[src/design/srcp_pkg.sv]
`default_nettype none
package srcp_pkg;

  localparam logic [7:0] HdrB0 = 8'hf0;
  localparam logic [7:0] HdrB3 = 8'h7e;
  localparam logic [7:0] HdrB4 = 8'h4d;
  localparam logic [7:0] SysexEnd = 8'hf7;
  localparam logic [7:0] RealtimeMin = 8'hf8;
  localparam logic [7:0] CmdRemote = 8'h09;
  localparam logic [7:0] CmdLoopback = 8'h0e;
  localparam logic [7:0] CmdPing = 8'h0f;
  localparam logic [7:0] CodeWrongPort = 8'h7c;
  localparam logic [7:0] CodeIncomplete = 8'h7d;
  localparam logic [7:0] CodeNotAllowed = 8'h7e;
  localparam logic [7:0] CodeInvalid = 8'h7f;
  localparam logic [7:0] CodeUnknownCmd = 8'h0c;
  localparam logic [7:0] LcdColumns = 8'd80;

  localparam logic [1:0] RegDeviceId = 2'd0;
  localparam logic [1:0] RegConfMode = 2'd1;
  localparam logic [1:0] RegRemotePort = 2'd2;
  localparam logic [1:0] RegPeerId = 2'd3;

  localparam logic [1:0] KindTx = 2'd0;
  localparam logic [1:0] KindLcd = 2'd1;
  localparam logic [1:0] KindLed = 2'd2;
  localparam logic [1:0] KindStatus = 2'd3;

  // Message the back part expands into transmit beats.
  typedef enum logic [1:0] {
    MSG_NONE = 2'd0,
    MSG_ACK  = 2'd1,
    MSG_MODE = 2'd2
  } msg_e;

  // One classified step handed from the front part to the back part.
  typedef struct packed {
    logic       lcd_en;
    logic [7:0] lcd_char;
    logic [6:0] lcd_col;
    logic       lcd_row;
    logic       led_en;
    logic [3:0] led_val;
    logic [3:0] led_reg;
    logic       led_hi;
    msg_e       msg1;
    logic [7:0] ack_port;
    logic [7:0] ack_cmd;
    logic [7:0] ack_arg;
    logic       mode_req;
    logic [1:0] status;
    logic [1:0] amode;
    logic [7:0] aport;
    logic [2:0] rflags;
  } step_t;

  typedef enum logic [3:0] {
    ST_IDLE = 4'b0001,
    ST_ACK  = 4'b0010,
    ST_MODE = 4'b0100,
    ST_STAT = 4'b1000
  } bstate_e;

endpackage
`default_nettype wire

[src/design/srcp_front.sv]
`default_nettype none
module srcp_front import srcp_pkg::*; #(
  parameter int LedRegisters = 16
) (
  input  wire logic       clk_i,
  input  wire logic       rst_ni,
  input  wire logic       step_i,
  input  wire logic       op_i,
  input  wire logic [7:0] port_i,
  input  wire logic [7:0] byte_i,
  input  wire logic [6:0] device_id_i,
  input  wire logic [1:0] conf_mode_i,
  input  wire logic [7:0] remote_port_i,
  output step_t           step_o
);

  localparam logic [8:0] LedLimit = 9'(2 * LedRegisters);

  logic [2:0] hdr_cnt_q, hdr_cnt_d;
  logic       in_msg_q, in_msg_d;
  logic       cmd_seen_q, cmd_seen_d;
  logic [7:0] cmd_q, cmd_d;
  logic [3:0] rf_q, rf_d;
  logic [7:0] rcode_q, rcode_d;
  logic [7:0] px_q, px_d;
  logic [7:0] py_q, py_d;
  logic       ping_q, ping_d;
  logic [7:0] lport_q, lport_d;
  logic [1:0] amode_q, amode_d;
  logic [7:0] aport_q, aport_d;

  logic [7:0] hdr_exp;
  logic       autoc, autos, fin;
  step_t      s;

  always_comb begin
    case (hdr_cnt_q)
      3'd0:    hdr_exp = HdrB0;
      3'd3:    hdr_exp = HdrB3;
      3'd4:    hdr_exp = HdrB4;
      3'd5:    hdr_exp = {1'b0, device_id_i};
      default: hdr_exp = 8'h00;
    endcase
  end

  assign autoc = (conf_mode_i == 2'd0) || (conf_mode_i == 2'd2);
  assign autos = (conf_mode_i == 2'd0) || (conf_mode_i == 2'd1);

  always_comb begin
    hdr_cnt_d = hdr_cnt_q; in_msg_d = in_msg_q; cmd_seen_d = cmd_seen_q;
    cmd_d = cmd_q; rf_d = rf_q; rcode_d = rcode_q; px_d = px_q; py_d = py_q;
    ping_d = ping_q; lport_d = lport_q; amode_d = amode_q; aport_d = aport_q;
    fin = 1'b0;
    s = '0;
    s.msg1 = MSG_NONE;
    s.ack_port = port_i;
    s.status = 2'd1;
    if (op_i) begin
      if (in_msg_q && port_i == lport_q) fin = 1'b1;
    end else if (byte_i >= RealtimeMin) begin
      s.status = 2'd0;
    end else if (in_msg_q && port_i != lport_q) begin
      s.status = 2'd2;
    end else begin
      lport_d = port_i;
      if (!in_msg_q) begin
        if (byte_i != hdr_exp) fin = 1'b1;
        else begin
          hdr_cnt_d = hdr_cnt_q + 3'd1;
          if (hdr_cnt_q == 3'd5) in_msg_d = 1'b1;
        end
      end else if (byte_i[7]) begin
        if (byte_i == SysexEnd && cmd_seen_q) begin
          if (cmd_q == CmdRemote) begin
            if (!rf_q[1]) begin
              s.msg1 = MSG_ACK; s.ack_cmd = CmdLoopback; s.ack_arg = rcode_q;
            end else if (!rf_q[2]) begin
              s.msg1 = MSG_ACK; s.ack_cmd = CmdLoopback; s.ack_arg = CodeIncomplete;
            end else if (!rf_q[3]) begin
              s.msg1 = MSG_ACK; s.ack_cmd = CmdPing; s.ack_arg = rcode_q;
            end
            s.mode_req = rf_q[1] && rf_q[2] && rcode_q == 8'd1;
          end else if (cmd_q == CmdPing && !ping_q) begin
            s.msg1 = MSG_ACK; s.ack_cmd = CmdPing; s.ack_arg = 8'h00;
          end
        end
        fin = 1'b1;
      end else if (!cmd_seen_q) begin
        cmd_seen_d = 1'b1;
        cmd_d = byte_i;
        if (byte_i == CmdRemote) begin
          rf_d = '0; rcode_d = CodeInvalid; px_d = 8'hff; py_d = 8'hff;
        end else if (byte_i == CmdPing) begin
          ping_d = 1'b0;
        end else if (byte_i != CmdLoopback) begin
          s.msg1 = MSG_ACK; s.ack_cmd = CmdLoopback; s.ack_arg = CodeUnknownCmd;
          fin = 1'b1;
        end
      end else if (cmd_q == CmdPing) begin
        ping_d = 1'b1;
      end else if (cmd_q == CmdRemote) begin
        if ((remote_port_i != 8'd0 && port_i != remote_port_i) ||
            (aport_q != 8'd0 && aport_q != port_i)) begin
          rcode_d = CodeWrongPort;
        end else if (!rf_q[0]) begin
          rcode_d = byte_i;
          rf_d[0] = 1'b1;
          if (byte_i == 8'd1) begin
            rf_d[2:1] = 2'b11; aport_d = port_i; s.rflags = 3'b011;
            if (autos) amode_d = 2'd1;
          end else if (byte_i >= 8'd2 && byte_i <= 8'd4) begin
            if (!autoc) rcode_d = CodeNotAllowed;
            else begin
              rf_d[1] = 1'b1; amode_d = 2'd2; aport_d = port_i;
            end
          end else if (byte_i != 8'd0) begin
            rcode_d = CodeInvalid;
          end
        end else if (rcode_q == 8'd0) begin
          if (!rf_q[2]) begin
            rf_d[2] = 1'b1;
            if (byte_i == 8'd0) begin
              if (autoc) begin rf_d[1] = 1'b1; amode_d = 2'd0; aport_d = 8'd0; end
              else rcode_d = CodeNotAllowed;
            end else if (byte_i == 8'd1) begin
              if (autos) begin
                rf_d[1] = 1'b1; amode_d = 2'd1; aport_d = port_i; s.rflags = 3'b011;
              end else rcode_d = CodeNotAllowed;
            end else if (byte_i == 8'd2) begin
              if (autoc) begin
                rf_d[1] = 1'b1; amode_d = 2'd2; aport_d = port_i; s.rflags = 3'b100;
              end else rcode_d = CodeNotAllowed;
            end else begin
              rf_d[1] = 1'b0;
            end
          end
        end else if (rcode_q == 8'd2) begin
          if (px_q[7]) px_d = byte_i;
          else if (py_q[7]) py_d = byte_i;
          else begin
            rf_d[3:2] = 2'b11;
            if (px_q < LcdColumns && py_q < 8'd2) begin
              s.lcd_en = 1'b1; s.lcd_char = byte_i;
              s.lcd_col = px_q[6:0]; s.lcd_row = py_q[0];
              px_d = px_q + 8'd1;
            end
          end
        end else if (rcode_q == 8'd3) begin
          rf_d[2] = 1'b1;
        end else if (rcode_q == 8'd4) begin
          if (px_q[7]) px_d = byte_i;
          else begin
            rf_d[3:2] = 2'b11;
            if ({1'b0, px_q} < LedLimit) begin
              s.led_en = 1'b1; s.led_val = byte_i[3:0];
              s.led_reg = px_q[4:1]; s.led_hi = px_q[0];
              px_d = px_q + 8'd1;
            end
          end
        end
      end
    end
    if (fin) begin
      hdr_cnt_d = '0; in_msg_d = 1'b0; cmd_seen_d = 1'b0; cmd_d = '0; rf_d = '0;
      rcode_d = '0; px_d = '0; py_d = '0; ping_d = 1'b0;
    end
    s.amode = amode_d;
    s.aport = aport_d;
  end

  assign step_o = s;

  always_ff @(posedge clk_i or negedge rst_ni) begin
    if (!rst_ni) begin
      hdr_cnt_q <= '0; in_msg_q <= 1'b0; cmd_seen_q <= 1'b0; cmd_q <= '0;
      rf_q <= '0; rcode_q <= '0; px_q <= '0; py_q <= '0; ping_q <= 1'b0;
      lport_q <= '0; amode_q <= '0; aport_q <= '0;
    end else if (step_i) begin
      hdr_cnt_q <= hdr_cnt_d; in_msg_q <= in_msg_d; cmd_seen_q <= cmd_seen_d;
      cmd_q <= cmd_d; rf_q <= rf_d; rcode_q <= rcode_d; px_q <= px_d;
      py_q <= py_d; ping_q <= ping_d; lport_q <= lport_d; amode_q <= amode_d;
      aport_q <= aport_d;
    end
  end

endmodule
`default_nettype wire

[src/design/srcp_queue.sv]
`default_nettype none
module srcp_queue import srcp_pkg::*; (
  input  wire logic  clk_i,
  input  wire logic  rst_ni,
  input  wire logic  push_i,
  input  wire step_t data_i,
  output logic       full_o,
  input  wire logic  pop_i,
  output step_t      data_o,
  output logic       empty_o
);

  step_t      mem_q [2];
  logic       wr_q, rd_q;
  logic [1:0] cnt_q;

  assign full_o  = cnt_q == 2'd2;
  assign empty_o = cnt_q == 2'd0;
  assign data_o  = mem_q[rd_q];

  always_ff @(posedge clk_i) begin
    if (push_i) mem_q[wr_q] <= data_i;
  end

  always_ff @(posedge clk_i or negedge rst_ni) begin
    if (!rst_ni) begin
      wr_q <= 1'b0; rd_q <= 1'b0; cnt_q <= '0;
    end else begin
      if (push_i) wr_q <= ~wr_q;
      if (pop_i) rd_q <= ~rd_q;
      cnt_q <= cnt_q + 2'(push_i) - 2'(pop_i);
    end
  end

endmodule
`default_nettype wire

[src/design/srcp_back.sv]
`default_nettype none
module srcp_back import srcp_pkg::*; (
  input  wire logic       clk_i,
  input  wire logic       rst_ni,
  input  wire step_t      step_i,
  input  wire logic       avail_i,
  output logic            take_o,
  input  wire logic [6:0] device_id_i,
  input  wire logic [7:0] remote_port_i,
  input  wire logic [6:0] peer_id_i,
  output logic            empty_o,
  input  wire logic       pop_i,
  output logic [1:0]      kind_o,
  output logic [7:0]      tx_port_o,
  output logic [7:0]      value_o,
  output logic [6:0]      lcd_column_o,
  output logic            lcd_row_o,
  output logic [3:0]      led_register_o,
  output logic            led_high_nibble_o,
  output logic            last_o,
  output logic [1:0]      step_status_o,
  output logic [1:0]      active_mode_o,
  output logic [7:0]      active_port_o,
  output logic [2:0]      refresh_flags_o
);

  // Sequencer walks one step: side write, ack bytes, mode request, status.
  bstate_e    st_q, st_d;
  logic [3:0] idx_q, idx_d;
  logic       side_done_q, side_done_d;
  logic [7:0] hb;
  logic       fire;
  logic       beat_ok;

  // In the idle state a beat is presented only while a side write is pending;
  // the cycle that picks the next state carries no beat.
  assign beat_ok = (st_q != ST_IDLE) ||
                   (!side_done_q && (step_i.lcd_en || step_i.led_en));
  assign empty_o = !(avail_i && beat_ok);
  assign fire    = !empty_o && pop_i;

  always_comb begin
    case (idx_q)
      4'd0:    hb = HdrB0;
      4'd3:    hb = HdrB3;
      4'd4:    hb = HdrB4;
      default: hb = 8'h00;
    endcase
  end

  always_comb begin
    kind_o = KindStatus; tx_port_o = '0; value_o = '0; lcd_column_o = '0;
    lcd_row_o = 1'b0; led_register_o = '0; led_high_nibble_o = 1'b0; last_o = 1'b0;
    step_status_o = '0; active_mode_o = '0; active_port_o = '0; refresh_flags_o = '0;
    st_d = st_q; idx_d = idx_q; side_done_d = side_done_q; take_o = 1'b0;
    case (st_q)
      ST_IDLE: begin
        if (!side_done_q && step_i.lcd_en) begin
          kind_o = KindLcd; value_o = step_i.lcd_char;
          lcd_column_o = step_i.lcd_col; lcd_row_o = step_i.lcd_row;
          if (fire) side_done_d = 1'b1;
        end else if (!side_done_q && step_i.led_en) begin
          kind_o = KindLed; value_o = {4'h0, step_i.led_val};
          led_register_o = step_i.led_reg; led_high_nibble_o = step_i.led_hi;
          if (fire) side_done_d = 1'b1;
        end else begin
          if (avail_i) begin
            idx_d = '0;
            if (step_i.msg1 == MSG_ACK) st_d = ST_ACK;
            else if (step_i.mode_req) st_d = ST_MODE;
            else st_d = ST_STAT;
          end
        end
      end
      ST_ACK: begin
        kind_o = KindTx; tx_port_o = step_i.ack_port;
        case (idx_q)
          4'd5:    value_o = {1'b0, device_id_i};
          4'd6:    value_o = step_i.ack_cmd;
          4'd7:    value_o = step_i.ack_arg;
          4'd8:    value_o = SysexEnd;
          default: value_o = hb;
        endcase
        if (fire) begin
          idx_d = idx_q + 4'd1;
          if (idx_q == 4'd8) begin
            idx_d = '0;
            st_d = step_i.mode_req ? ST_MODE : ST_STAT;
          end
        end
      end
      ST_MODE: begin
        kind_o = KindTx; tx_port_o = remote_port_i;
        case (idx_q)
          4'd5:    value_o = {1'b0, peer_id_i};
          4'd6:    value_o = CmdRemote;
          4'd7:    value_o = 8'h00;
          4'd8:    value_o = 8'h02;
          4'd9:    value_o = SysexEnd;
          default: value_o = hb;
        endcase
        if (fire) begin
          idx_d = idx_q + 4'd1;
          if (idx_q == 4'd9) begin
            idx_d = '0;
            st_d = ST_STAT;
          end
        end
      end
      ST_STAT: begin
        last_o = 1'b1; step_status_o = step_i.status;
        active_mode_o = step_i.amode; active_port_o = step_i.aport;
        refresh_flags_o = step_i.rflags;
        if (fire) begin
          take_o = 1'b1; side_done_d = 1'b0; st_d = ST_IDLE;
        end
      end
      default: st_d = ST_IDLE;
    endcase
  end

  always_ff @(posedge clk_i or negedge rst_ni) begin
    if (!rst_ni) begin
      st_q <= ST_IDLE; idx_q <= '0; side_done_q <= 1'b0;
    end else begin
      st_q <= st_d; idx_q <= idx_d; side_done_q <= side_done_d;
    end
  end

endmodule
`default_nettype wire

[src/design/sysex_remote_command_parser.sv]
`default_nettype none
// SysEx remote-command parser. Every accepted beat is one MIDI byte or a parser
// timeout on a port; the front part parses it in the cycle it is accepted and
// queues a compact step record (two deep), and the back part turns that record
// into result beats: an optional LCD or LED write, up to two messages (a
// nine-byte ack and a ten-byte client mode request), and a closing status beat
// with last set. The front part accepts one input beat per cycle while the
// queue has room. The back part delivers one result beat per cycle while pop
// is asserted, but on every step, after its optional side write, it presents
// no beat while its idle state picks the next state. Configuration written
// through the register port is used by both parts and must only change while
// the block is idle.
module sysex_remote_command_parser import srcp_pkg::*; #(
  parameter int LED_REGISTERS = 16
) (
  input  wire logic       clk_i,
  input  wire logic       rst_ni,
  input  wire logic       cfg_we_i,
  input  wire logic [1:0] cfg_index_i,
  input  wire logic [7:0] cfg_data_i,
  input  wire logic       push,
  output logic            full,
  input  wire logic       operation_i,
  input  wire logic [7:0] port_i,
  input  wire logic [7:0] data_byte_i,
  output logic            empty,
  input  wire logic       pop,
  output logic [1:0]      kind_o,
  output logic [7:0]      tx_port_o,
  output logic [7:0]      value_o,
  output logic [6:0]      lcd_column_o,
  output logic            lcd_row_o,
  output logic [3:0]      led_register_o,
  output logic            led_high_nibble_o,
  output logic            last_o,
  output logic [1:0]      step_status_o,
  output logic [1:0]      active_mode_o,
  output logic [7:0]      active_port_o,
  output logic [2:0]      refresh_flags_o
);

  logic [6:0] dev_id_q, peer_id_q;
  logic [1:0] conf_mode_q;
  logic [7:0] rport_q;
  logic       accept, q_empty, take;
  step_t      fstep, bstep;

  // Configuration registers.
  always_ff @(posedge clk_i or negedge rst_ni) begin
    if (!rst_ni) begin
      dev_id_q <= '0; conf_mode_q <= '0; rport_q <= '0; peer_id_q <= '0;
    end else if (cfg_we_i) begin
      case (cfg_index_i)
        RegDeviceId:   dev_id_q <= cfg_data_i[6:0];
        RegConfMode:   conf_mode_q <= cfg_data_i[1:0];
        RegRemotePort: rport_q <= cfg_data_i;
        RegPeerId:     peer_id_q <= cfg_data_i[6:0];
        default:       dev_id_q <= dev_id_q;
      endcase
    end
  end

  assign accept = push && !full;

  srcp_front #(.LedRegisters(LED_REGISTERS)) u_front (
    .clk_i, .rst_ni, .step_i(accept), .op_i(operation_i), .port_i,
    .byte_i(data_byte_i), .device_id_i(dev_id_q), .conf_mode_i(conf_mode_q),
    .remote_port_i(rport_q), .step_o(fstep)
  );

  srcp_queue u_queue (
    .clk_i, .rst_ni, .push_i(accept), .data_i(fstep), .full_o(full),
    .pop_i(take), .data_o(bstep), .empty_o(q_empty)
  );

  srcp_back u_back (
    .clk_i, .rst_ni, .step_i(bstep), .avail_i(!q_empty), .take_o(take),
    .device_id_i(dev_id_q), .remote_port_i(rport_q), .peer_id_i(peer_id_q),
    .empty_o(empty), .pop_i(pop), .kind_o, .tx_port_o, .value_o, .lcd_column_o,
    .lcd_row_o, .led_register_o, .led_high_nibble_o, .last_o, .step_status_o,
    .active_mode_o, .active_port_o, .refresh_flags_o
  );

`ifndef NO_ASSERTIONS
  // A step record leaves the queue only on its closing status beat.
  assert property (@(posedge clk_i) disable iff (!rst_ni)
    take |-> (pop && !empty && last_o && kind_o == KindStatus))
    else $error("step retired without status beat");
  // The status beat is always the last one and never carries a side write.
  assert property (@(posedge clk_i) disable iff (!rst_ni)
    (!empty && last_o) |-> kind_o == KindStatus)
    else $error("last flag on non-status beat");
  // Full means both queue slots hold unfinished steps.
  assert property (@(posedge clk_i) disable iff (!rst_ni)
    full |-> !q_empty)
    else $error("queue full and empty");
`endif

endmodule
`default_nettype wire
[config.mk]
export PLATFORM = sky130hd
export DESIGN_NAME = sysex_remote_command_parser
export DESIGN_NICKNAME = d
export VERILOG_FILES = /design/src/design/srcp_pkg.sv /design/src/design/srcp_front.sv /design/src/design/srcp_queue.sv /design/src/design/srcp_back.sv /design/src/design/sysex_remote_command_parser.sv
export SDC_FILE = /design/constraint.sdc
export NUM_CORES = 1
export LEC_CHECK = 0
export BUFFER_PORTS_ARGS = -buffer_cell sky130_fd_sc_hd__buf_2
export CELL_PAD_IN_SITES_DETAIL_PLACEMENT = 0
export CELL_PAD_IN_SITES_GLOBAL_PLACEMENT = 1
export CORE_UTILIZATION = 49
export CTS_BUF_LIST = sky130_fd_sc_hd__clkbuf_16
export DETAILED_ROUTE_END_ITERATION = 12
export PLACE_DENSITY_LB_ADDON = 0.3
export REMOVE_ABC_BUFFERS = 1
export SKIP_LAST_GASP = 1
export SYNTH_ARGS = -nofsm -noshare
export SYNTH_HDL_FRONTEND = slang
export SYNTH_SLANG_ARGS = --single-unit
[constraint.sdc]
create_clock -name clk_i -period 4.8 [get_ports clk_i]
set_input_delay 0.24 -clock clk_i [delete_from_list [all_inputs] [get_ports clk_i]]
set_output_delay 0.24 -clock clk_i [all_outputs]
set_load 0.05 [all_outputs]
---- Word level (Yosys, flattened, before mapping) ----
Memory sizes are Yosys's and may differ from the RTL's.
Cells that the tools add are included.
cells by class
  add/subtract/negate cells ............... 5
  equal/unequal tests ..................... 84
  muxes and demuxes ....................... 300
  reductions and logical operators ........ 64
  bitwise gates (word level) .............. 5
  order comparisons ....................... 6
operator list
  kind                                           number
  two-way mux 8 bit                              84
  two-way mux 27 bit                             7
  two-way mux 17 bit                             8
  two-way mux 4 bit                              32
  two-way mux 29 bit                             4
  two-way mux 16 bit                             7
  two-way mux 2 bit                              40
  two-way mux 1 bit                              70
  two-way mux 3 bit                              23
  case mux 8 bit (4 select lines)                2
  two-way mux 10 bit                             5
  case mux 8 bit (3 select lines)                2
  two-way mux 7 bit                              6
  AND reduction 14 bit                           3
  case mux 8 bit (5 select lines)                1
  two-way mux 12 bit                             3
  == test 8 x 4 -> 1 bit, second input constant  4
  != test 8 bit                                  4
  != test 5 bit, second input constant           6
  AND reduction 15 bit                           2
  != test 3 bit, second input constant           9
  == test 8 x 2 -> 1 bit, second input constant  3
  != test 4 bit, second input constant           6
  != test 6 bit, second input constant           4
  58 further kinds                               129
word-level totals
  bits of input ports ..................... 32
  output and inout bits ................... 49
  memories kept ........................... 1
  register bits after elaboration ......... 97
  bits in writable memories ............... 138
memory list
  name           words  width  read ports  clocked after Yosys merged registers in  write ports  line              RTL
  u_queue.mem_q  2      69     1           0                                        1            srcp_queue.sv:13  step_t mem_q [2];

---- Logic depth before layout (Yosys ltp) ----
Gate-level depths: netlist (run 1).
  depth after elaboration ................. 19
  gate-level depth with buffers ........... 13
  gate-level depth less buffers ........... 9

---- Cells and area by module ----
From an unflattened synthesis (run 1), not the netlist that was laid out.
second synthesis, totals
  cells, all modules ...................... 1,078
  area, all modules ....................... 13,002.5 sq um
modules (own cells, without submodules)
  module                       area each (sq um)  cells each  times used
  srcp_queue                   5,527.8            230         1
  srcp_front                   4,953.5            579         1
  srcp_back                    1,592.8            215         1
  sysex_remote_command_parser  928.4              54          1

---- Worst setup path before layout (run 1) ----
Ideal clock, no wire load.
  path kind ............................... register to register
  start point ............................. register u_queue.cnt_q[0]
  end point ............................... memory u_queue.mem_q[0][10] (netlist name) (enable)
  buffers on the path ..................... 0
  data required time ...................... 4.324 ns
  clock period less this slack ............ 3.696 ns
  arrival ................................. 3.220 ns
  cell stages (with the launch flop) ...... 5
  library setup time ...................... 0.476 ns
  path slack .............................. 1.104 ns
  path through ............................ dfrtp_1 -> inv_1 -> nand2_1 -> nand2_1 -> nor2_1
between the ends
  cells in the longest elaborated chain, start to end .. 5
ends and longest elaborated chain
  element                                  line                               RTL
  from (decl)                              srcp_queue.sv:15                   logic [1:0] cnt_q;
  from (signal assigned)                   srcp_queue.sv:31                   cnt_q <= cnt_q + 2'(push_i) - 2'(pop_i);
  == test 2 bit                            srcp_queue.sv:17                   assign full_o = cnt_q == 2'd2;
  logical NOT 1 bit                        sysex_remote_command_parser.sv:63  assign accept = push && !full;
  logical AND 1 bit                        sysex_remote_command_parser.sv:63
  two-way mux 1 bit                        srcp_queue.sv:22                   if (push_i) mem_q[wr_q] <= data_i;
  two-way mux 1 bit (implied by the code)  srcp_queue.sv:22
  to (decl)                                srcp_queue.sv:13
No other way between the ends.

---- Final worst setup path (run 1) ----
  start point ............................. register u_back.st_q[0]
  end point ............................... output port value_o[2]
between the ends
  cells in the longest elaborated chain, start to end .. 2
ends and longest elaborated chain
  element                                               line                               RTL
  from (decl)                                           srcp_back.sv:28                    bstate_e st_q, st_d;
  from (signal assigned)                                srcp_back.sv:126                   st_q <= st_d; idx_q <= idx_d; side_done_q <= side_done_d;
  == test 4 x 3 -> 1 bit, or another cell as far along  srcp_back.sv:56                    case (st_q)
  case mux 8 bit (3 select lines) *                     srcp_back.sv:56
  to (decl)                                             sysex_remote_command_parser.sv:30  output logic [7:0] value_o,
Mark *: on every way between the ends. The rest lies on a longest branch, timed or not.

==> impl_metrics.env, run 1 <==
export IMPL_status="finished clean"
export IMPL_rsz0062_at_grt="no"
export IMPL_dieHeight_um=156
export IMPL_cap_violations=0
export IMPL_synth_edf_count=118
export IMPL_synthArstFlopShare_pct=44.9
export IMPL_static_power_due_to_leakage_nw=5.22
export IMPL_cts_buffers=24
export IMPL_synth_adder_area_share_pct=1.18
export IMPL_via_count_of_the_first_global_routing_pass=8625
export IMPL_dpl_cell_count=1446
export IMPL_critical_path_reg2reg_endpoint="u_front.rf_q[1]$_DFFE_PN0P_"
export IMPL_fp_row_count=56
export IMPL_timing_critical_path_mode_cell="sky130_fd_sc_hd__o21ai_0"
export IMPL_critical_path_slowest_cell="sky130_fd_sc_hd__dfstp_2"
export IMPL_wl_um=31700
export IMPL_die_w_um=156
export IMPL_totalNegativeSetupSlack_ns=0
export IMPL_share_seq_of_total_power_pct=42.1
export IMPL_finalSetupViolations=0
export IMPL_ys_flop_type="sky130_fd_sc_hd__edfxtp_1"
export IMPL_layout_cells_sized_above_1_pct=17.2
export IMPL_drv_slew=0
export IMPL_cts_sinks=214
export IMPL_drt_iter0_drc=977
export IMPL_clock_skew_ns=0.00986
export IMPL_post_cts_buffers=0
export IMPL_fin_hold_ws_ns=0.0366
export IMPL_clk_transition_reported_paths_ns=0.06
export IMPL_drcViolationCount=0
export IMPL_worst_skew_pair_late_latency_ns=0.52
export IMPL_synth_avg_cell_area_um2=10.6
export IMPL_r2r_start="u_front.hdr_cnt_q[1]$_DFFE_PN0P_"
export IMPL_finalWorstPathRequiredPeriod_ns=3.56
export IMPL_layout_worst_path_cycle_share_pct=74.1
export IMPL_crit_path_end_kind="output port"
export IMPL_origin_of_the_worst_setup_path="u_back.st_q[0]$_DFFE_PN1P_"
export IMPL_crit_fanout=9
export IMPL_antenna_cells=0
export IMPL_cts_hold_buffers_added=7
export IMPL_overall_global_routing_resource_usage_pct=26.1
export IMPL_reg2reg_setup_slack_ns=1.46
export IMPL_ys_seq_elements=214
export IMPL_worst_pin_slew_ns=1.11
export IMPL_critical_path_max_stage_delay_ns=0.59
export IMPL_synth_simple_gate_area_share_pct=17.3
export IMPL_synth_warnings=0
export IMPL_worst_setup_path_type="register to output port"
export IMPL_cp_arrival_ns=3.32
export IMPL_post_drt_wl_per_cell_um=21.2
export IMPL_core_region_area_um2=23400
export IMPL_post_route_worst_setup_slack_ns=1.24
export IMPL_global_route_overflow_total=0
export IMPL_synth_compound_area_share_pct=15.5
export IMPL_drt_pass1_iterations=7
export IMPL_netlist_top_cell_by_area="sky130_fd_sc_hd__edfxtp_1"
export IMPL_clockPowerShare_pct=30.3
export IMPL_areaGrowthSynthToFinish_pct=12.4
export IMPL_sw_frac_of_total_pct=34.8
export IMPL_report_power_total_w=0.00599
export IMPL_ctsRootBufferMaster="sky130_fd_sc_hd__clkbuf_16"
export IMPL_synthDominantCellAreaShare_pct=30.3
export IMPL_cp_cell_sequence="nor4b_2 -> o21ai_0 -> or3_1 -> o22ai_1 -> a21oi_1 -> o21ai_0 -> buf_2"
export IMPL_grt_pass1_wl_um=48900
export IMPL_share_of_the_yosys_chip_area_belonging_to_registers_pct=50.9
export IMPL_io_pins=81
export IMPL_dieArea_um2=24500
export IMPL_mappedNetlistArea_um2=11700
export IMPL_reg2regPathDepth=10
export IMPL_clock_tree_buffer_depth=3
export IMPL_start_util_pct=49.9
export IMPL_post_synth_xor_area_fraction_pct=2.70
export IMPL_vdd_ir_drop_worst_mv=0.376
export IMPL_largest_net_degree_at_the_start_of_global_routing=70
export IMPL_drt_vias_per_instance=6.13
export IMPL_cts_resized=0
export IMPL_synth_top_family_by_area="simple AND/OR/NAND/NOR gates"
export IMPL_synth_cell_type_count=90
export IMPL_place_congestion=0.946
export IMPL_worst_slew_margin_rel_pct=25.9
export IMPL_finalHoldViolCount=0
export IMPL_critical_path_top_delay_family="simple AND/OR/NAND/NOR gates"
export IMPL_initial_antenna_violation_count=0
export IMPL_cts_tree="done"
export IMPL_gate_power_share_pct=27.6
export IMPL_htreeDepth=1
export IMPL_port_buffers=80
export IMPL_cp_num_cells=7
export IMPL_final_non_filler_cells=1497
export IMPL_multiplexer_share_of_the_synthesized_area_pct=8.61
export IMPL_timing_critical_path_to="value_o[2]"
export IMPL_place_worst_setup_slack_ns=1.50
export IMPL_post_dp_hpwl_um=22000
export IMPL_hold_path_class="input port to register"
export IMPL_design_final_nets=1203
export IMPL_worst_path_buf_inv=1
export IMPL_synthTopCellsByArea="sky130_fd_sc_hd__edfxtp_1, sky130_fd_sc_hd__dfrtp_1, sky130_fd_sc_hd__mux2i_1"
export IMPL_required_arrival_time_at_the_worst_endpoint_ns=4.56
export IMPL_drt_antenna_violating_nets=0
export IMPL_num_vias=9175
export IMPL_p_int_w=0.00390
export IMPL_maximum_frequency_from_static_timing_analysis_mhz=281
export IMPL_switchingPower_w=0.00209
export IMPL_cellPowerDensity_nw_per_um2=456
export IMPL_worstSetupStartpointType="register"
export IMPL_syn_instance_count=1102
## cell usage after synthesis (27+ instances only)
library cell,number
sky130_fd_sc_hd__xnor2_1,33
sky130_fd_sc_hd__dfrtp_1,95
sky130_fd_sc_hd__a21oi_1,62
sky130_fd_sc_hd__and2_1,30
sky130_fd_sc_hd__clkbuf_1,35
sky130_fd_sc_hd__mux2_2,36
sky130_fd_sc_hd__nand2_1,90
sky130_fd_sc_hd__nor2_1,89
sky130_fd_sc_hd__edfxtp_1,118
sky130_fd_sc_hd__mux2i_1,60
sky130_fd_sc_hd__o21ai_0,51
sky130_fd_sc_hd__nor3_1,27
sky130_fd_sc_hd__inv_1,34
## stage by stage
step / utilization (%) / area (um^2)
after floorplan: - / 11400
after global placement: 52.5 / 12300
after detailed placement: 52.5 / 12300
after CTS: 56.1 / 13100
after global routing: 56.1 / 13100
final: 56.1 / 13100
## worst reg2reg max path, cell delays in order, from the launching register on
cell	delay, ns
sky130_fd_sc_hd__dfrtp_1	0.45
sky130_fd_sc_hd__inv_1	0.15
sky130_fd_sc_hd__ha_1	0.32
sky130_fd_sc_hd__nor2b_1	0.32
sky130_fd_sc_hd__nor3_1	0.11
sky130_fd_sc_hd__xnor2_1	0.17
sky130_fd_sc_hd__or2_1	0.23
sky130_fd_sc_hd__o31ai_2	0.09
sky130_fd_sc_hd__buf_4	0.24
sky130_fd_sc_hd__a21oi_1	0.88
sky130_fd_sc_hd__o21ai_0	0.22
## placed cells by master, fill, tap and decap left out, types with 7 or more instances in the layout
cell type	n
sky130_fd_sc_hd__a211oi_1	7
sky130_fd_sc_hd__a21o_1	7
sky130_fd_sc_hd__a21oi_1	62
sky130_fd_sc_hd__a311oi_1	7
sky130_fd_sc_hd__a31oi_1	16
sky130_fd_sc_hd__and2_1	30
sky130_fd_sc_hd__buf_2	79
sky130_fd_sc_hd__buf_4	12
sky130_fd_sc_hd__clkbuf_16	26
sky130_fd_sc_hd__dfrtp_1	94
sky130_fd_sc_hd__dlygate4sd3_1	7
sky130_fd_sc_hd__edfxtp_1	118
sky130_fd_sc_hd__ha_1	11
sky130_fd_sc_hd__inv_1	41
sky130_fd_sc_hd__mux2_2	36
sky130_fd_sc_hd__mux2i_1	60
sky130_fd_sc_hd__nand2_1	90
sky130_fd_sc_hd__nand2b_1	12
sky130_fd_sc_hd__nand3_1	18
sky130_fd_sc_hd__nand4_1	16
sky130_fd_sc_hd__nor2_1	88
sky130_fd_sc_hd__nor2b_1	13
sky130_fd_sc_hd__nor3_1	27
sky130_fd_sc_hd__nor3b_1	8
sky130_fd_sc_hd__nor4_1	16
sky130_fd_sc_hd__o211ai_1	14
sky130_fd_sc_hd__o21a_1	7
sky130_fd_sc_hd__o21ai_0	51
sky130_fd_sc_hd__o22ai_1	14
sky130_fd_sc_hd__o2bb2ai_1	7
sky130_fd_sc_hd__o31ai_1	11
sky130_fd_sc_hd__xnor2_1	33
## power by group through the flow
stage	Clock, W	Combinational, W	Sequential [W]
6_report	0.00182	0.00165	0.00252
5_1_grt	0.00192	0.00178	0.00255
4_1_cts	0.00185	0.00166	0.00252
3_5_place_dp	0	0.00165	0.00255
3_3_place_gp	0	0.00164	0.00254
2_1_floorplan	0	0.00118	0.00256
## worst min path at each step
| stage | startpoint | to | cells past startpoint |
|---|---|---|---|
| 3_5_place_dp | rst_ni | conf_mode_q[1]$_DFFE_PN0P_ | 1 |
| 6_report | cfg_data_i[5] | peer_id_q[5]$_DFFE_PN0P_ | 2 |
| 4_1_cts | cfg_data_i[5] | peer_id_q[5]$_DFFE_PN0P_ | 2 |
| 2_1_floorplan | rst_ni | conf_mode_q[0]$_DFFE_PN0P_ | 0 |
| 5_1_grt | cfg_data_i[5] | peer_id_q[5]$_DFFE_PN0P_ | 2 |
| 3_3_place_gp | rst_ni | conf_mode_q[1]$_DFFE_PN0P_ | 1 |
## flip-flops by register name, summed over array words and instances (netlist names)
name / flops
conf_mode_q: 2
dev_id_q: 7
peer_id_q: 7
rport_q: 8
u_back.idx_q: 4
u_back.side_done_q: 1
u_back.st_q: 4
u_front.amode_q: 2
u_front.aport_q: 8
u_front.cmd_q: 7
u_front.cmd_seen_q: 1
u_front.hdr_cnt_q: 3
u_front.in_msg_q: 1
u_front.lport_q: 8
u_front.ping_q: 1
u_front.px_q: 8
u_front.py_q: 8
u_front.rcode_q: 8
u_front.rf_q: 4
u_queue.cnt_q: 2
u_queue.mem_q: 118
u_queue.rd_q: 1
u_queue.wr_q: 1
## metal layers
metal / global-route usage (%) / routed length, um / vias to the layer above
met5: 0 / 0 / -
met4: 6.86 / 666 / 0
met3: 3.99 / 1990 / 59
met2: 42.6 / 14900 / 355
met1: 36.2 / 14200 / 4510
li1: - / - / 4251
## cell type report
| type | count | area [um^2] |
|---|---|---|
| fill | 2122 | 10300 |
| inverter | 35 | 131 |
| timing repair buffer | 98 | 556 |
| tap | 319 | 399 |
| clock inverter | 18 | 138 |
| clock buffer | 26 | 651 |
| multi-input combinational | 787 | 5310 |
| sequential | 214 | 5950 |
## kinds of logic (layout without fill, tap and decap cells)
family / after synthesis / in the layout
adder cells (fa/ha/maj): 11 / 11
buffers and inverters: 101 / 177
AND/OR/NAND/NOR: 376 / 376
flip-flops: 214 / 214
multiplexers: 96 / 96
AO/OA/AOI/OAI: 268 / 268
XOR/XNOR: 36 / 36
Power figures use the tool's default switching activity.
==> run 2, diff against run 1 <==
- CORE_UTILIZATION: 49 -> 44
- clock period: 4.8 -> 3 ns (I/O delays scaled with it)
==> run 2 against run 1 <==
Effect of this change:
- clock-buffer cell count fell by 1
- sequential power rose by 57%
- sequential share of layout area fell by 1.8 points
- via count fell by 0.15%
- clock skew rose by 0.00099 ns
- register-to-register slack got worse by 1.3 ns
- total power rose by 61%
- worst setup slack got worse by 1.1 ns
- cell area rose by 4.1%
- cell count rose by 5.1%
- routed wire length rose by 2.3%
==> impl_metrics.env, run 2 (synthesis gave the netlist of run 1 again) <==
export IMPL_num_vias=9161
export IMPL_areaGrowthSynthToFinish_pct=17.0
export IMPL_largest_net_degree_at_the_start_of_global_routing=60
export IMPL_port_buffers=80
export IMPL_htreeDepth=1
export IMPL_final_common_cell="sky130_fd_sc_hd__edfxtp_1"
export IMPL_required_arrival_time_at_the_worst_endpoint_ns=2.85
export IMPL_grt_pass1_wl_um=50200
export IMPL_crit_fanout=16
export IMPL_worst_slew_margin_rel_pct=29.2
export IMPL_post_route_worst_setup_slack_ns=0.122
export IMPL_report_power_total_w=0.00963
export IMPL_antenna_cells=0
export IMPL_initial_antenna_violation_count=0
export IMPL_layout_cells_sized_above_1_pct=21.2
export IMPL_finalSetupViolations=0
export IMPL_crit_path_end_kind="output port"
export IMPL_overall_global_routing_resource_usage_pct=24.2
export IMPL_worst_pin_slew_ns=1.06
export IMPL_global_route_overflow_total=0
export IMPL_cp_arrival_ns=2.73
export IMPL_ctsRootBufferMaster="sky130_fd_sc_hd__clkbuf_16"
export IMPL_drcViolationCount=0
export IMPL_layout_worst_path_cycle_share_pct=95.9
export IMPL_vdd_ir_drop_worst_mv=0.423
export IMPL_via_count_of_the_first_global_routing_pass=8768
export IMPL_clock_tree_buffer_depth=3
export IMPL_place_congestion=0.951
export IMPL_max_flop_register="u_queue.mem_q"
export IMPL_worst_setup_path_type="register to output port"
export IMPL_cts_sinks=214
export IMPL_dieHeight_um=165
export IMPL_worst_skew_pair_late_latency_ns=0.52
export IMPL_drt_pass1_iterations=5
export IMPL_drt_iter0_drc=861
export IMPL_layout_common_cells="sky130_fd_sc_hd__edfxtp_1, sky130_fd_sc_hd__dfrtp_1, sky130_fd_sc_hd__nand2_1"
export IMPL_finalHoldViolCount=0
export IMPL_post_dp_hpwl_um=23500
export IMPL_die_w_um=165
export IMPL_fp_row_count=59
export IMPL_post_drt_wl_per_cell_um=20.6
export IMPL_core_region_area_um2=26100
export IMPL_dieArea_um2=27200
export IMPL_flip_flop_count_of_the_largest_register_all_copies_and_words_added=118
export IMPL_cellPowerDensity_nw_per_um2=704
export IMPL_io_pins=81
export IMPL_cap_violations=0
export IMPL_static_power_due_to_leakage_nw=5.50
export IMPL_place_worst_setup_slack_ns=0.00419
export IMPL_start_util_pct=44.8
export IMPL_cts_buffers=25
export IMPL_worstSetupStartpointType="register"
export IMPL_drv_slew=0
export IMPL_status="finished clean"
export IMPL_fin_hold_ws_ns=0.0688
export IMPL_finalWorstPathRequiredPeriod_ns=2.88
export IMPL_clock_skew_ns=0.0109
export IMPL_clk_transition_reported_paths_ns=0.06
export IMPL_cts_tree="done"
export IMPL_maximum_frequency_from_static_timing_analysis_mhz=347
export IMPL_wl_um=32400
export IMPL_hold_path_class="input port to register"
export IMPL_design_final_nets=1263
export IMPL_drt_vias_per_instance=5.82
export IMPL_drt_antenna_violating_nets=0
-- run 2: cell types whose count changed in the layout (fill, tap and decap cells not counted), moves of 2 or more --
cell / delta
sky130_fd_sc_hd__buf_4: +46
sky130_fd_sc_hd__dlygate4sd3_1: +10
sky130_fd_sc_hd__clkinv_1: +2
sky130_fd_sc_hd__ha_2: +4
sky130_fd_sc_hd__ha_1: -4
sky130_fd_sc_hd__buf_12: +2
-- run 2: what timing repair did --
| item | CTS | global route |
|---|---|---|
| setup endpoints to repair | 9 | 39 |
| setup buffers | 0 | 0 |
| resized for setup | 3 | 12 |
| hold buffers | 17 | 0 |
| hold endpoints to repair | 87 | 0 |
| pin swaps | 0 | 2 |
-- run 2: area by class of cell --
type,instances,area [um^2]
inverter,35,131
clock inverter,20,134
clock buffer,25,626
tap,335,419
multi-input combinational,787,5360
sequential,214,5950
timing repair buffer,157,1050
fill,2360,12400
-- run 2: through the flow --
stage                     utilization, %  TNS [ns]  std cells  area [um^2]
final                               52.5         0       1573        13700
after global routing                52.5  -0.00301       1573        13700
after CTS                           52.3         0       1573        13600
after detailed placement            48.7         0       1511        12700
after global placement              48.7         0       1511        12700
after floorplan                        -    -71.73       1036        11400
-- run 2: power by group --
group / internal [W] / switching [W]
Sequential: 0.00369 / 0.000270
Combinational: 0.000963 / 0.00190
Clock: 0.00160 / 0.00120
-- run 2: worst max-delay path, cell delays in order (launching register included) --
cell and delay (ns):
sky130_fd_sc_hd__dfrtp_1 0.46, sky130_fd_sc_hd__or4b_2 0.93, sky130_fd_sc_hd__a211oi_1 0.32, sky130_fd_sc_hd__a311oi_1 0.08, sky130_fd_sc_hd__o221ai_1 0.11, sky130_fd_sc_hd__buf_2 0.31
-- run 2: metal layers --
layer / track usage [%] / wire [um] / up-vias
met5: 0 / 0 / -
met3: 3.31 / 1550 / 48
li1: - / - / 4358
met1: 34.3 / 15000 / 4505
met2: 39.0 / 15200 / 250
met4: 5.96 / 723 / 0
-- run 2: worst paths after layout --
path | from | endpoint | slack (ns) | cells after the start
max | u_back.st_q[3]$_DFFE_PN0P_ | value_o[1] | 0.12 | 5
min | operation_i | u_queue.mem_q[1][13]$_DFFE_PP_ | 0.07 | 2
max reg2reg | u_front.hdr_cnt_q[1]$_DFFE_PN0P_ | u_front.rcode_q[1]$_DFFE_PN0P_ | 0.13 | 9
min reg2reg | u_front.cmd_q[5]$_DFFE_PN0P_ | u_front.cmd_q[5]$_DFFE_PN0P_ | 0.50 | 1
max in group asynchronous | rst_ni | u_front.amode_q[0]$_DFFE_PN0P_ | 1.94 | 3
min in group asynchronous | rst_ni | u_front.px_q[3]$_DFFE_PN0P_ | 0.20 | 2
==> run 3, diff against run 2 <==
- GPL_TIMING_DRIVEN: unset -> 0
==> run 3 against run 2 <==
Effect of this change:
- clock power barely moved
- via count fell by 0.58%
- flip-flop and latch count unchanged
- first-iteration DRC count shrank 4.2%
- highest routed layer unchanged
- total power rose by 0.79%
- cell count shrank 2.8%
- sequential power grew 1%
- critical path depth did not move
- combinational power increased by 1%
- register-to-register slack about the same
- worst setup slack worse by 0.022 ns
- maximum frequency down 0.75%
==> impl_metrics.env, run 3 (synthesis gave the netlist of run 1 again) <==
export IMPL_initial_antenna_violation_count=0
export IMPL_report_power_total_w=0.00970
export IMPL_drv_slew=0
export IMPL_worst_slew_margin_rel_pct=24.3
export IMPL_required_arrival_time_at_the_worst_endpoint_ns=2.85
export IMPL_ctsRootBufferMaster="sky130_fd_sc_hd__clkbuf_16"
export IMPL_finalHoldViolCount=0
export IMPL_cap_violations=0
export IMPL_cp_arrival_ns=2.75
export IMPL_sw_frac_of_total_pct=35.4
export IMPL_hold_path_class="input port to register"
export IMPL_post_dp_hpwl_um=21700
export IMPL_worst_skew_pair_late_latency_ns=0.52
export IMPL_cts_buffers=25
export IMPL_num_fill_cells=2322
export IMPL_antenna_cells=0
export IMPL_dieHeight_um=165
export IMPL_num_vias=9108
export IMPL_die_w_um=165
export IMPL_htreeDepth=1
export IMPL_fin_hold_ws_ns=0.0236
export IMPL_finalSetupViolations=0
export IMPL_share_seq_of_total_power_pct=41.2
export IMPL_worst_pin_slew_ns=1.12
export IMPL_dpl_cell_count=1457
export IMPL_status="finished clean"
export IMPL_finalWorstPathRequiredPeriod_ns=2.90
export IMPL_grt_pass1_wl_um=48900
export IMPL_via_count_of_the_first_global_routing_pass=8515
export IMPL_largest_net_degree_at_the_start_of_global_routing=60
export IMPL_clk_transition_reported_paths_ns=0.06
export IMPL_ff_latch_area_um2=5950
export IMPL_clockPowerShare_pct=28.8
export IMPL_final_non_filler_cells=1529
export IMPL_crit_path_end_kind="output port"
export IMPL_dieArea_um2=27200
export IMPL_post_drt_wl_per_cell_um=20.9
export IMPL_core_region_area_um2=26100
export IMPL_wl_um=31900
export IMPL_clock_tree_buffer_depth=3
export IMPL_switchingPower_w=0.00344
export IMPL_layout_common_cells="sky130_fd_sc_hd__edfxtp_1, sky130_fd_sc_hd__dfrtp_1, sky130_fd_sc_hd__nand2_1"
export IMPL_worstSetupStartpointType="register"
export IMPL_totalNegativeSetupSlack_ns=0
export IMPL_p_int_w=0.00627
export IMPL_layout_worst_path_cycle_share_pct=96.7
export IMPL_postLayoutCoreUtil_pct=52.0
export IMPL_crit_fanout=14
export IMPL_fp_row_count=59
export IMPL_port_buffers=80
export IMPL_cts_tree="done"
export IMPL_global_route_overflow_total=0
export IMPL_flip_flop_count_of_the_largest_register_all_copies_and_words_added=118
export IMPL_place_congestion=0.883
export IMPL_vdd_ir_drop_worst_mv=0.454
export IMPL_drt_antenna_violating_nets=0
export IMPL_start_util_pct=44.8
export IMPL_drt_pass1_iterations=6
export IMPL_cellPowerDensity_nw_per_um2=716
export IMPL_final_common_cell="sky130_fd_sc_hd__edfxtp_1"
export IMPL_area_occupied_by_multi_input_gates_um2=5480
export IMPL_drcViolationCount=0
export IMPL_timing_critical_path_mode_cell="sky130_fd_sc_hd__a221o_1"
export IMPL_cts_sinks=214
export IMPL_worst_setup_path_type="register to output port"
export IMPL_gate_power_share_pct=29.9
export IMPL_critical_path_slowest_cell="sky130_fd_sc_hd__dfrtp_1"
export IMPL_maximum_frequency_from_static_timing_analysis_mhz=345
export IMPL_drt_iter0_drc=825
export IMPL_areaGrowthSynthToFinish_pct=16.0
export IMPL_design_final_nets=1219
export IMPL_clock_skew_ns=0.0132
export IMPL_max_flop_register="u_queue.mem_q"
export IMPL_cp_cell_sequence="nor2b_1 -> nand2_1 -> a221o_1 -> a221o_1 -> clkbuf_4"
export IMPL_overall_global_routing_resource_usage_pct=23.6
export IMPL_static_power_due_to_leakage_nw=5.34
export IMPL_layout_cells_sized_above_1_pct=19.1
export IMPL_rsz0062_at_grt="yes"
export IMPL_drt_vias_per_instance=5.96
export IMPL_io_pins=81
export IMPL_critical_path_max_stage_delay_ns=0.62
[run 3: changes by cell type in the layout (fill, tap and decap cells not counted), sizes merged]
cell | before | now
buf | 139 | 94
clkbuf | 26 | 27
clkinv | 13 | 11
clkinvlp | 1 | 3
[run 3: cell type report]
type	instances	share of cell area, %
clock buffer	25	4.61
clock inverter	20	0.886
inverter	35	0.997
multi-input combinational	787	40.4
sequential	214	43.9
tap	335	3.09
timing repair buffer	113	6.08
[run 3: what timing repair did]
item                                   4_1_cts  5_1_grt
pin swaps                                    1        2
endpoints found under the hold margin       84        0
setup buffers                                6        3
cloned                                       0        1
setup endpoints to repair                   94       75
resized for setup                           15       24
hold buffers                                17        0
[run 3: through the flow]
step / setup slack, ns / instance area, um^2
6_report: 0.0999 / 13600
5_1_grt: -0.00635 / 13600
4_1_cts: 0.00176 / 13400
3_5_place_dp: -1.07 / 12300
3_3_place_gp: -2.71 / 12200
2_1_floorplan: -0.981 / 11400
[run 3: critical path, delay by kind of cell (launching register included)]
family / cells / cell delay, ns
buffers and inverters: 1 / 0.22
and+or+nand+nor: 2 / 0.66
DFF: 1 / 0.62
AOI/OAI and AO/OA: 2 / 0.73
[run 3: path summary, 6_finish.rpt]
path | slack (ns) | start | to | cells after the start
min in group asynchronous | 0.22 | rst_ni | u_front.px_q[3]$_DFFE_PN0P_ | 2
max in group asynchronous | 2.07 | rst_ni | peer_id_q[5]$_DFFE_PN0P_ | 3
max reg2reg | 0.14 | rport_q[2]$_DFFE_PN0P_ | u_queue.mem_q[1][43]$_DFFE_PP_ | 7
min | 0.02 | data_byte_i[5] | u_front.py_q[5]$_DFFE_PN0P_ | 3
max | 0.1 | u_back.idx_q[3]$_DFFE_PN0P_ | value_o[3] | 5
min reg2reg | 0.51 | u_front.cmd_q[5]$_DFFE_PN0P_ | u_front.cmd_q[5]$_DFFE_PN0P_ | 1
[run 3: metal layers]
| metal | up-vias | wire length [um] | GRT usage, % |
|---|---|---|---|
| met1 | 4530 | 14600 | 33.8 |
| met5 | - | 0 | 0 |
| li1 | 4283 | - | - |
| met2 | 256 | 15000 | 37.4 |
| met3 | 39 | 1700 | 3.04 |
| met4 | 0 | 619 | 6.55 |
[run 3: power groups by stage]
stage,Sequential [W],Clock (W),Combinational (W)
3_3_place_gp,0.00425,0,0.00253
3_5_place_dp,0.00411,0,0.00268
5_1_grt,0.00405,0.00298,0.00312
2_1_floorplan,0.00409,0,0.00188
4_1_cts,0.00398,0.00285,0.00286
6_report,0.00400,0.00280,0.00290
